## config.mk

```make
export PLATFORM = sky130hd
export DESIGN_NAME = xoshiro_prng_with_splitmix_seed
export DESIGN_NICKNAME = d
export VERILOG_FILES = /design/src/rtl/core/xosm_pkg.sv /design/src/rtl/core/xoshiro_prng_with_splitmix_seed.sv
export SDC_FILE = /design/constraint.sdc
export NUM_CORES = 2
export LEC_CHECK = 0
export BUFFER_PORTS_ARGS = -buffer_cell sky130_fd_sc_hd__buf_2
export CAP_MARGIN = 10
export CORE_MARGIN = 1
export CORE_UTILIZATION = 50
export DETAILED_ROUTE_END_ITERATION = 10
export MAX_ROUTING_LAYER = met4
export PLACE_DENSITY = 0.66
export SKIP_CTS_REPAIR_TIMING = 1
export SLEW_MARGIN = 20
export SYNTH_ARGS = -nofsm -noshare
export SYNTH_HDL_FRONTEND = slang
export SYNTH_SLANG_ARGS = --single-unit
```

## constraint.sdc

```tcl
create_clock -name clk -period 15.1 [get_ports clk]
set_clock_uncertainty 0.05 [all_clocks]
set_input_delay 0.755 -clock clk [delete_from_list [all_inputs] [get_ports clk]]
set_output_delay 0.755 -clock clk [all_outputs]
set_load 0.02 [all_outputs]
```

## src/rtl/core/xosm_pkg.sv

```systemverilog
// ----------------------------------------------------------------------------
// xosm_pkg
// constants for the xoshiro128+ generator with splitmix64 seeding
// ----------------------------------------------------------------------------
package xosm_pkg;

	localparam int FRACTION_BITS = 24;
	localparam int FRAC_SHIFT = (32 - FRACTION_BITS) % 32;

	localparam logic [63:0] SM_GOLDEN = 64'h9e3779b97f4a7c15;
	localparam logic [63:0] SM_MUL1   = 64'hbf58476d1ce4e5b9;
	localparam logic [63:0] SM_MUL2   = 64'h94d049bb133111eb;

	localparam int SM_SHIFT1 = 30;
	localparam int SM_SHIFT2 = 27;
	localparam int SM_SHIFT3 = 31;
	localparam int XO_SHL    = 9;
	localparam int XO_ROT    = 11;

	localparam logic [1:0] REQ_RAW  = 2'd0;
	localparam logic [1:0] REQ_FRAC = 2'd1;
	localparam logic [1:0] REQ_MOD  = 2'd2;

	localparam logic [1:0] MSTEP_LL = 2'd0;
	localparam logic [1:0] MSTEP_LH = 2'd1;
	localparam logic [1:0] MSTEP_HL = 2'd2;

	typedef enum logic [6:0] {
		ST_IDLE = 7'b0000001,
		ST_ADD  = 7'b0000010,
		ST_MUL  = 7'b0000100,
		ST_XOR  = 7'b0001000,
		ST_FOLD = 7'b0010000,
		ST_DIV  = 7'b0100000,
		ST_DONE = 7'b1000000
	} state_t;

endpackage

```

## src/rtl/core/xoshiro_prng_with_splitmix_seed.sv

```systemverilog
// ----------------------------------------------------------------------------
// xoshiro_prng_with_splitmix_seed
// xoshiro128+ generator, seeded by four splitmix64 steps, with raw,
// fraction and bounded (modulo) result forms
// ----------------------------------------------------------------------------
//  channel   direction  handshake            payload
//  req       in         req_valid/req_stall  req_type[1:0], bound[31:0]
//  res       out        res_valid/res_stall  value[31:0]
//  cfg       in         cfg_we               cfg_wdata[63:0] (seed)
//
//  seeding runs after reset or a seed write (per word: one add, two passes of the
//  LL, LH and HL partial products on the shared 32x32 multiplier, each with a mix, then a fold)
//  raw, fraction and zero-bound requests go straight from idle to done; a bounded
//  request first runs the radix-2 remainder loop on the shared 33-bit subtractor
//  req_stall is high while seeding or working on a beat; a finished result
//  waits in the output register while the next beat is accepted
// ----------------------------------------------------------------------------
module xoshiro_prng_with_splitmix_seed (
	input  logic        clk,
	input  logic        arst_n,
	input  logic        cfg_we,
	input  logic [63:0] cfg_wdata,
	input  logic        req_valid,
	output logic        req_stall,
	input  logic [1:0]  req_type,
	input  logic [31:0] bound,
	output logic        res_valid,
	input  logic        res_stall,
	output logic [31:0] value
);

	xosm_pkg::state_t state_q;

	logic [31:0] words_q [4];
	logic [63:0] acc_q;
	logic [63:0] z_q;
	logic [31:0] lo_q;
	logic [31:0] hi_q;
	logic [1:0]  mstep_q;
	logic        round_q;
	logic [1:0]  widx_q;
	logic [31:0] dvd_q;
	logic [31:0] div_q;
	logic [31:0] rem_q;
	logic [4:0]  cnt_q;
	logic [31:0] result_q;
	logic        res_valid_q;
	logic [31:0] value_q;

	logic [63:0] acc_next;
	logic [63:0] mix1;
	logic [63:0] mixed;
	logic [63:0] mix2;
	logic [63:0] mix3;
	logic [31:0] fold;
	logic [63:0] mconst;
	logic [31:0] mul_a;
	logic [31:0] mul_b;
	logic [63:0] prod;
	logic [31:0] sum;
	logic [31:0] adv_w0;
	logic [31:0] adv_w1;
	logic [31:0] adv_w2;
	logic [31:0] adv_w3;
	logic [31:0] x3;
	logic [32:0] trial;
	logic [32:0] trial_sub;
	logic [31:0] rem_next;
	logic        out_free;
	logic        res_load;
	logic        req_acc;

	// splitmix datapath
	assign acc_next = acc_q + xosm_pkg::SM_GOLDEN;
	assign mix1     = acc_next ^ (acc_next >> xosm_pkg::SM_SHIFT1);
	assign mixed    = {hi_q, lo_q};
	assign mix2     = mixed ^ (mixed >> xosm_pkg::SM_SHIFT2);
	assign mix3     = mixed ^ (mixed >> xosm_pkg::SM_SHIFT3);
	assign fold     = mix3[63:32] ^ mix3[31:0];
	assign mconst   = round_q ? xosm_pkg::SM_MUL2 : xosm_pkg::SM_MUL1;

	// shared multiplier
	assign mul_a = (mstep_q == xosm_pkg::MSTEP_HL) ? z_q[63:32] : z_q[31:0];
	assign mul_b = (mstep_q == xosm_pkg::MSTEP_LH) ? mconst[63:32] : mconst[31:0];
	assign prod  = {32'd0, mul_a} * {32'd0, mul_b};

	// xoshiro128+ step
	assign sum    = words_q[0] + words_q[3];
	assign adv_w2 = words_q[2] ^ words_q[0] ^ (words_q[1] << xosm_pkg::XO_SHL);
	assign x3     = words_q[3] ^ words_q[1];
	assign adv_w1 = words_q[1] ^ words_q[2] ^ words_q[0];
	assign adv_w0 = words_q[0] ^ x3;
	assign adv_w3 = {x3[31-xosm_pkg::XO_ROT:0], x3[31:32-xosm_pkg::XO_ROT]};

	// shared subtractor for the remainder loop
	assign trial     = {rem_q, dvd_q[31]};
	assign trial_sub = trial - {1'b0, div_q};
	assign rem_next  = trial_sub[32] ? trial[31:0] : trial_sub[31:0];

	assign out_free  = !res_valid_q || !res_stall;
	assign res_load  = (state_q == xosm_pkg::ST_DONE) && out_free && !cfg_we;
	assign req_stall = (state_q != xosm_pkg::ST_IDLE);
	assign req_acc   = req_valid && (state_q == xosm_pkg::ST_IDLE);
	assign res_valid = res_valid_q;
	assign value     = value_q;

	always_ff @(posedge clk or negedge arst_n) begin
		if (!arst_n) begin
			state_q     <= xosm_pkg::ST_ADD;
			acc_q       <= 64'd0;
			mstep_q     <= xosm_pkg::MSTEP_LL;
			round_q     <= 1'b0;
			widx_q      <= 2'd0;
			cnt_q       <= 5'd0;
			res_valid_q <= 1'b0;
		end else begin
			if (res_load) begin
				res_valid_q <= 1'b1;
			end else if (res_valid_q && !res_stall) begin
				res_valid_q <= 1'b0;
			end
			if (cfg_we) begin
				acc_q   <= cfg_wdata;
				mstep_q <= xosm_pkg::MSTEP_LL;
				round_q <= 1'b0;
				widx_q  <= 2'd0;
				state_q <= xosm_pkg::ST_ADD;
			end else begin
				case (state_q)
					xosm_pkg::ST_IDLE: begin
						if (req_valid) begin
							if (req_type == xosm_pkg::REQ_MOD && bound != 32'd0) begin
								cnt_q   <= 5'd0;
								state_q <= xosm_pkg::ST_DIV;
							end else begin
								state_q <= xosm_pkg::ST_DONE;
							end
						end
					end
					xosm_pkg::ST_ADD: begin
						acc_q   <= acc_next;
						mstep_q <= xosm_pkg::MSTEP_LL;
						state_q <= xosm_pkg::ST_MUL;
					end
					xosm_pkg::ST_MUL: begin
						if (mstep_q == xosm_pkg::MSTEP_HL) begin
							state_q <= xosm_pkg::ST_XOR;
						end
						mstep_q <= mstep_q + 2'd1;
					end
					xosm_pkg::ST_XOR: begin
						mstep_q <= xosm_pkg::MSTEP_LL;
						if (round_q) begin
							state_q <= xosm_pkg::ST_FOLD;
						end else begin
							round_q <= 1'b1;
							state_q <= xosm_pkg::ST_MUL;
						end
					end
					xosm_pkg::ST_FOLD: begin
						round_q <= 1'b0;
						widx_q  <= widx_q + 2'd1;
						state_q <= (widx_q == 2'd3) ? xosm_pkg::ST_IDLE : xosm_pkg::ST_ADD;
					end
					xosm_pkg::ST_DIV: begin
						cnt_q <= cnt_q + 5'd1;
						if (cnt_q == 5'd31) begin
							state_q <= xosm_pkg::ST_DONE;
						end
					end
					xosm_pkg::ST_DONE: begin
						if (out_free) begin
							state_q <= xosm_pkg::ST_IDLE;
						end
					end
					default: begin
						state_q <= xosm_pkg::ST_IDLE;
					end
				endcase
			end
		end
	end

	// payload registers
	always_ff @(posedge clk) begin
		case (state_q)
			xosm_pkg::ST_ADD: begin
				z_q <= mix1;
			end
			xosm_pkg::ST_MUL: begin
				case (mstep_q)
					xosm_pkg::MSTEP_LL: begin
						lo_q <= prod[31:0];
						hi_q <= prod[63:32];
					end
					default: begin
						hi_q <= hi_q + prod[31:0];
					end
				endcase
			end
			xosm_pkg::ST_XOR: begin
				z_q <= mix2;
			end
			xosm_pkg::ST_FOLD: begin
				words_q[widx_q] <= fold;
				if (widx_q == 2'd3 &&
				    (words_q[0] | words_q[1] | words_q[2] | fold) == 32'd0) begin
					words_q[0] <= 32'd1;
				end
			end
			xosm_pkg::ST_DIV: begin
				rem_q <= rem_next;
				dvd_q <= {dvd_q[30:0], 1'b0};
				if (cnt_q == 5'd31) begin
					result_q <= rem_next;
				end
			end
			xosm_pkg::ST_DONE: begin
				if (out_free) begin
					value_q <= result_q;
				end
			end
			default: begin
			end
		endcase
		if (req_acc && !cfg_we) begin
			case (req_type)
				xosm_pkg::REQ_RAW: begin
					result_q <= sum;
				end
				xosm_pkg::REQ_FRAC: begin
					result_q <= sum >> xosm_pkg::FRAC_SHIFT;
				end
				xosm_pkg::REQ_MOD: begin
					result_q <= 32'd0;
					dvd_q    <= sum;
					div_q    <= bound;
					rem_q    <= 32'd0;
				end
				default: begin
					result_q <= 32'd0;
				end
			endcase
			if (req_type == xosm_pkg::REQ_RAW || req_type == xosm_pkg::REQ_FRAC ||
			    (req_type == xosm_pkg::REQ_MOD && bound != 32'd0)) begin
				words_q[0] <= adv_w0;
				words_q[1] <= adv_w1;
				words_q[2] <= adv_w2;
				words_q[3] <= adv_w3;
			end
		end
	end

endmodule

```

**Word-level counts from Yosys, hierarchy flattened**

Memory sizes are Yosys's and may differ from the RTL's.
Index checks and enable logic that the tools add are counted.
W data, S select, Z words.

- Input port bits: 103
- Flip-flop bits (word level): 370
- Word-level logic and storage cells: 143
- Output and inout bits: 34
- RAM bits: 128
- Memories: 1

Memories:

| memory | words | bits a word | rd ports | clocked after Yosys merged registers in | wr ports | RTL line | RTL |
|---|---|---|---|---|---|---|---|
| words_q | 4 | 32 | 4 | 0 | 4 | xoshiro_prng_with_splitmix_seed.sv:34 | `logic [31:0] words_q [4];` |

- Add/subtract/negate cells: 7
- $mul: 1
- Bitwise logic cells: 15
- Reductions and logical operators: 34
- Mux-type cells: 50
- Eq/ne operators: 20

Operators with widths:

| cell | number |
|---|---|
| $mux W32 | 15 |
| $xor A32 B32 Y32 | 7 |
| $mux W64 | 2 |
| $pmux W64 S2 | 1 |
| $or A32 B32 Y32 | 3 |
| $add A32 B32 Y32 | 2 |
| $add A64 B64 Y64 const B | 1 |
| $mul A32 B32 Y64 | 1 |
| $pmux W32 S2 | 1 |
| $xor A64 B33 Y64 | 1 |
| $xor A64 B34 Y64 | 1 |
| $xor A64 B37 Y64 | 1 |
| $mux W62 | 1 |
| $pmux W7 S7 | 1 |
| $mux W7 | 6 |
| $sub A33 B32 Y33 | 1 |
| $logic_not A32 Y1 | 1 |
| $reduce_bool A32 Y1 | 1 |
| $reduce_or A32 Y1 | 1 |
| $mux W5 | 3 |
| $reduce_bool A2 Y1 | 7 |
| $mux W1 | 12 |
| $ne A3 B3 Y1 const B | 4 |
| $mux W2 | 5 |
| other kinds (28) | 48 |

**Logic depth before layout (Yosys ltp)**

An unclocked memory read counts as a cell.

- Word-level depth: 10
- Depth in mapped cells: 43
- Depth with buffers taken out: 42

**Worst setup path before layout**

No wires, ideal clock.

- Path kind: reg2reg
- From: register mstep_q[0]
- To: register hi_q[31] (data pin)
- Data arrival time: 9832 ps
- Setup time: 263 ps
- Data required time: 14787 ps
- Clock period less this slack: 10145 ps
- Cell stages (with the launch flop): 39
- Setup slack: 4955 ps
- Path buffers: 3
- Cells stage by stage: dfrtp_1 > inv_1 > ha_1 > buf_2 > buf_1 > buf_1 > mux2_2 > inv_1 > nor2_1 > nand2_1 > o21ai_0 > fa_1 > fa_1 > fa_1 > inv_1 > fa_1 > inv_1 > fa_1 > [... 3 more ...] > fa_1 > inv_1 > ha_1 > a21oi_1 > o21a_1 > a21boi_0 > xnor2_1 > ha_1 > a21o_1 > a21oi_1 > o32ai_1 > or3_1 > o221a_2 > a221oi_2 > o311ai_1 > a21oi_1 > xnor2_1 > a211oi_2

- Longest elaborated chain between the ends: 5
- Elaborated cells between the ends (all ways): 8
- Those cells by class: 1 x add/sub; 1 x mul; 2 x eq/ne; 3 x mux; 1 x reduce/logical

Ends and longest elaborated chain:

| item | RTL line | RTL |
|---|---|---|
| start: declaration | xoshiro_prng_with_splitmix_seed.sv:39 | `logic [1:0] mstep_q;` |
| start signal: assignment | xoshiro_prng_with_splitmix_seed.sv:111 | `mstep_q <= xosm_pkg::MSTEP_LL;` |
| start signal: assignment | xoshiro_prng_with_splitmix_seed.sv:124 | `mstep_q <= xosm_pkg::MSTEP_LL;` |
| start signal: assignment | xoshiro_prng_with_splitmix_seed.sv:142 | `mstep_q <= xosm_pkg::MSTEP_LL;` |
| $eq A2 B2 Y1 or $eq A2 B1 Y1 (tied branches) | xoshiro_prng_with_splitmix_seed.sv:83, xoshiro_prng_with_splitmix_seed.sv:84 |  |
| $mux W32, on equally long branches | xoshiro_prng_with_splitmix_seed.sv:83, xoshiro_prng_with_splitmix_seed.sv:84 |  |
| $mul A32 B32 Y64 (*) | xoshiro_prng_with_splitmix_seed.sv:85 | `assign prod = {32'd0, mul_a} * {32'd0, mul_b};` |
| named net prod[18] | xoshiro_prng_with_splitmix_seed.sv:59 | `logic [63:0] prod;` |
| $add A32 B32 Y32 (*) | xoshiro_prng_with_splitmix_seed.sv:197 | `hi_q <= hi_q + prod[31:0];` |
| $mux W32 (*) | xoshiro_prng_with_splitmix_seed.sv:191 | `case (mstep_q)` |
| end signal: assignment | xoshiro_prng_with_splitmix_seed.sv:194 | `hi_q <= prod[63:32];` |
| end signal: assignment | xoshiro_prng_with_splitmix_seed.sv:197 |  |
| end: declaration | xoshiro_prng_with_splitmix_seed.sv:38 | `logic [31:0] hi_q;` |

Mark *: on every way through the listed nets, which the timed path passes. The rest lies on a longest branch.
A chain may end at the register's enable or synchronous reset.

**Worst setup path after layout**

Ends and elaborated chain as after synthesis.

==> reports/results.txt <==
adder-cell share of the synthesized area - 0.375
vias in the first global route - 45500
largest family of logic cells by synthesized area - adder cells
Final ANT Viol Nets - 0
post-layout minimum cycle time - 11.67 ns
FF+latch count, synth - 498
Post-synth top flop - edfxtp_1
crit path max-delay cell type - nor2_1
cell mode on critical path - inv_1
Period Utilization, post-route - 0.773
Post-Synth Simple-Gate Area - 0.102
fillers - 10400
Worst-path clk slew - 0.06 ns
EDFF count, synth - 352
status - finished clean
IO Count - 137
final worst slack - 3.43 ns
Clk Latency, worst-skew pair - 0.64 ns
relative slew slack - 0.219
area of the multi-input gates - 0.0399 sq mm
Root Driver - clkbuf_16
grt ovf - 0
H-tree Lvls - 2
CTS Sinks - 498
RSZ-0062 raised after global routing - no
CTS Buf Count - 54
CTS tree - built
Pins Over Slew Limit - 0
Nets - 7402
core outline area - 0.115 sq mm
Worst-Margin Slew - 1.17 ns
initial antenna violation count - 13
Syn Area/Cell - 9.73 sq um
Max Freq - 85.7 MHz
first-pass detailed-route iteration total - 6
Die W - 344 microns
synthesis-to-finish area growth - 7.23%
Final Hold Vio Count - 0
mux contribution to synthesized area - 0.0145
commonest non-fill, non-tap cells in the layout - 1022 x inv_1, 820 x fa_1, 509 x nor2_1
Cells after Synth - 5992
hold_ws - 0.0457 ns
GPL Wtd Cong - 1.04
Crit. End Element - flip-flop
setup TNS - 0 ns
global-route wire length before repair - 307 mm
WL/cell - 27.7 microns
share of cells above drive strength 1 - 0.0654
register area share after synthesis - 0.238
post-synthesis compound-gate area fraction - 0.103
Die ar. - 0.118 sq mm
DR vias/cell - 5.76
synth unique cells - 100
dpl hpwl - 177 mm
max-cap violation count - 0
critical path arrival - 11.92 ns
row count - 124
clk buf depth - 3
commonest non-fill, non-tap cell in the layout - inv_1
Post-route DRC - 0
WS Path Type - reg2reg
Setup WS pre-CTS - 3.50 ns
Detailed Route WL - 211 mm
pin count of the biggest net entering global routing - 122
Initial Utilization - 0.507
DR iter-0 viols - 3711
HP Class - in2async
worst path required time - 15.35 ns
CP max stage delay - 0.58 ns
Buffers on Ports - 136
Synthesized Nets - 7350
Async SR Flop Fraction - 0.165
chip height - 344 microns
register area - 0.0139 sq mm
startpoint types - flip-flop
Via Count - 43900
Yosys warning total - 0
Synth Area in XOR/XNOR - 0.0867
largest fanout on the critical path - 15
synthesized area - 0.0583 sq mm
# setup viols final - 0
gr usage total - 0.373
-- area by class of cell --
type	count	area share
Sequential cell	498	0.222
Tap cell	1512	0.0303
Inverter	1030	0.0618
Clock inverter	22	0.00488
Multi-Input combinational cell	4268	0.638
Clock buffer	78	0.0244
Timing Repair Buffer	192	0.0179
Antenna cell	13	0.000520
-- flip-flops by register name, summed over array words and instances, names as in the netlist, 2 cells and up --
signal / flops
acc_q: 64
cnt_q: 5
div_q: 32
dvd_q: 32
hi_q: 32
lo_q: 32
mstep_q: 2
rem_q: 32
result_q: 32
state_q: 7
value: 32
widx_q: 2
words_q: 128
z_q: 64
-- cells in the mapped netlist, drive strengths merged (16+ instances only) --
library cell | n | share of area
mux2i | 56 | 0.0097
nand3 | 51 | 0.0044
nand2b | 33 | 0.0035
or2 | 35 | 0.0038
o21a | 16 | 0.0021
edfxtp | 352 | 0.18
inv | 1026 | 0.066
and2 | 18 | 0.0019
nand2 | 495 | 0.032
nor2 | 512 | 0.033
nor3 | 32 | 0.0028
a21o | 81 | 0.010
and3 | 33 | 0.0035
mux2 | 24 | 0.0048
dfrtp | 81 | 0.035
nor4 | 42 | 0.0045
clkbuf | 163 | 0.011
buf | 33 | 0.0031
xor2 | 227 | 0.034
o21ai | 362 | 0.032
nand4 | 35 | 0.0038
xnor2 | 345 | 0.052
a21oi | 305 | 0.027
o22ai | 44 | 0.0047
nor2b | 23 | 0.0025
dfxtp | 64 | 0.022
a211oi | 25 | 0.0036
o21bai | 27 | 0.0035
ha | 435 | 0.093
fa | 820 | 0.28
a31oi | 43 | 0.0047
-- cells by family after synthesis --
family | after synthesis
adders and majority gates | 1255
DFF | 498
muxes | 80
buffers and inverters | 1226
AOI/OAI and AO/OA | 1003
xor gates and xnor gates | 574
and+or+nand+nor | 1356
-- per-stage QoR --
step | instance area, sq um | util | cells
finish | 62500 | 0.544 | 7613
floorplan | 58300 | - | 5992
detailed placement | 60700 | 0.528 | 7500
CTS | 62500 | 0.544 | 7600
global route | 62500 | 0.544 | 7611
global placement | 60600 | 0.527 | 7500
-- final timing paths --
path,slack (ns),depth (start not counted),start,end
min in group clk,0.27,1,bound[0],div_q[0]
worst max register to register,3.43,37,mstep_q[0],hi_q[31]
worst min register to register,0.37,0,result_q[11],value[11]
worst max-delay path,3.43,37,mstep_q[0],hi_q[31]
max in group asynchronous,13.82,2,arst_n,round_q
worst min-delay path,0.05,1,arst_n,acc_q[27]
-- critical path: cells and delay by family, from the launching register on --
| family | cells | cell delay, ns |
|---|---|---|
| xor+xnor | 2 | 0.36 |
| mux | 1 | 0.51 |
| simple gates | 3 | 1.26 |
| buf+inv | 8 | 0.93 |
| fa+ha+maj | 11 | 5.09 |
| compound gates | 12 | 2.67 |
| flops | 1 | 0.45 |
-- metal layers --
metal  routed length (microns)  vias up  global-route usage
met5                         0        -                   -
met4                     15300        0               0.221
met3                     15300      477              0.0719
met2                     99900     1878               0.598
met1                     80200    22000               0.436
li1                          -    19500                   -
Power is not shown: default switching activity piles up to over one toggle a cycle in this logic, so the estimate is an artifact.
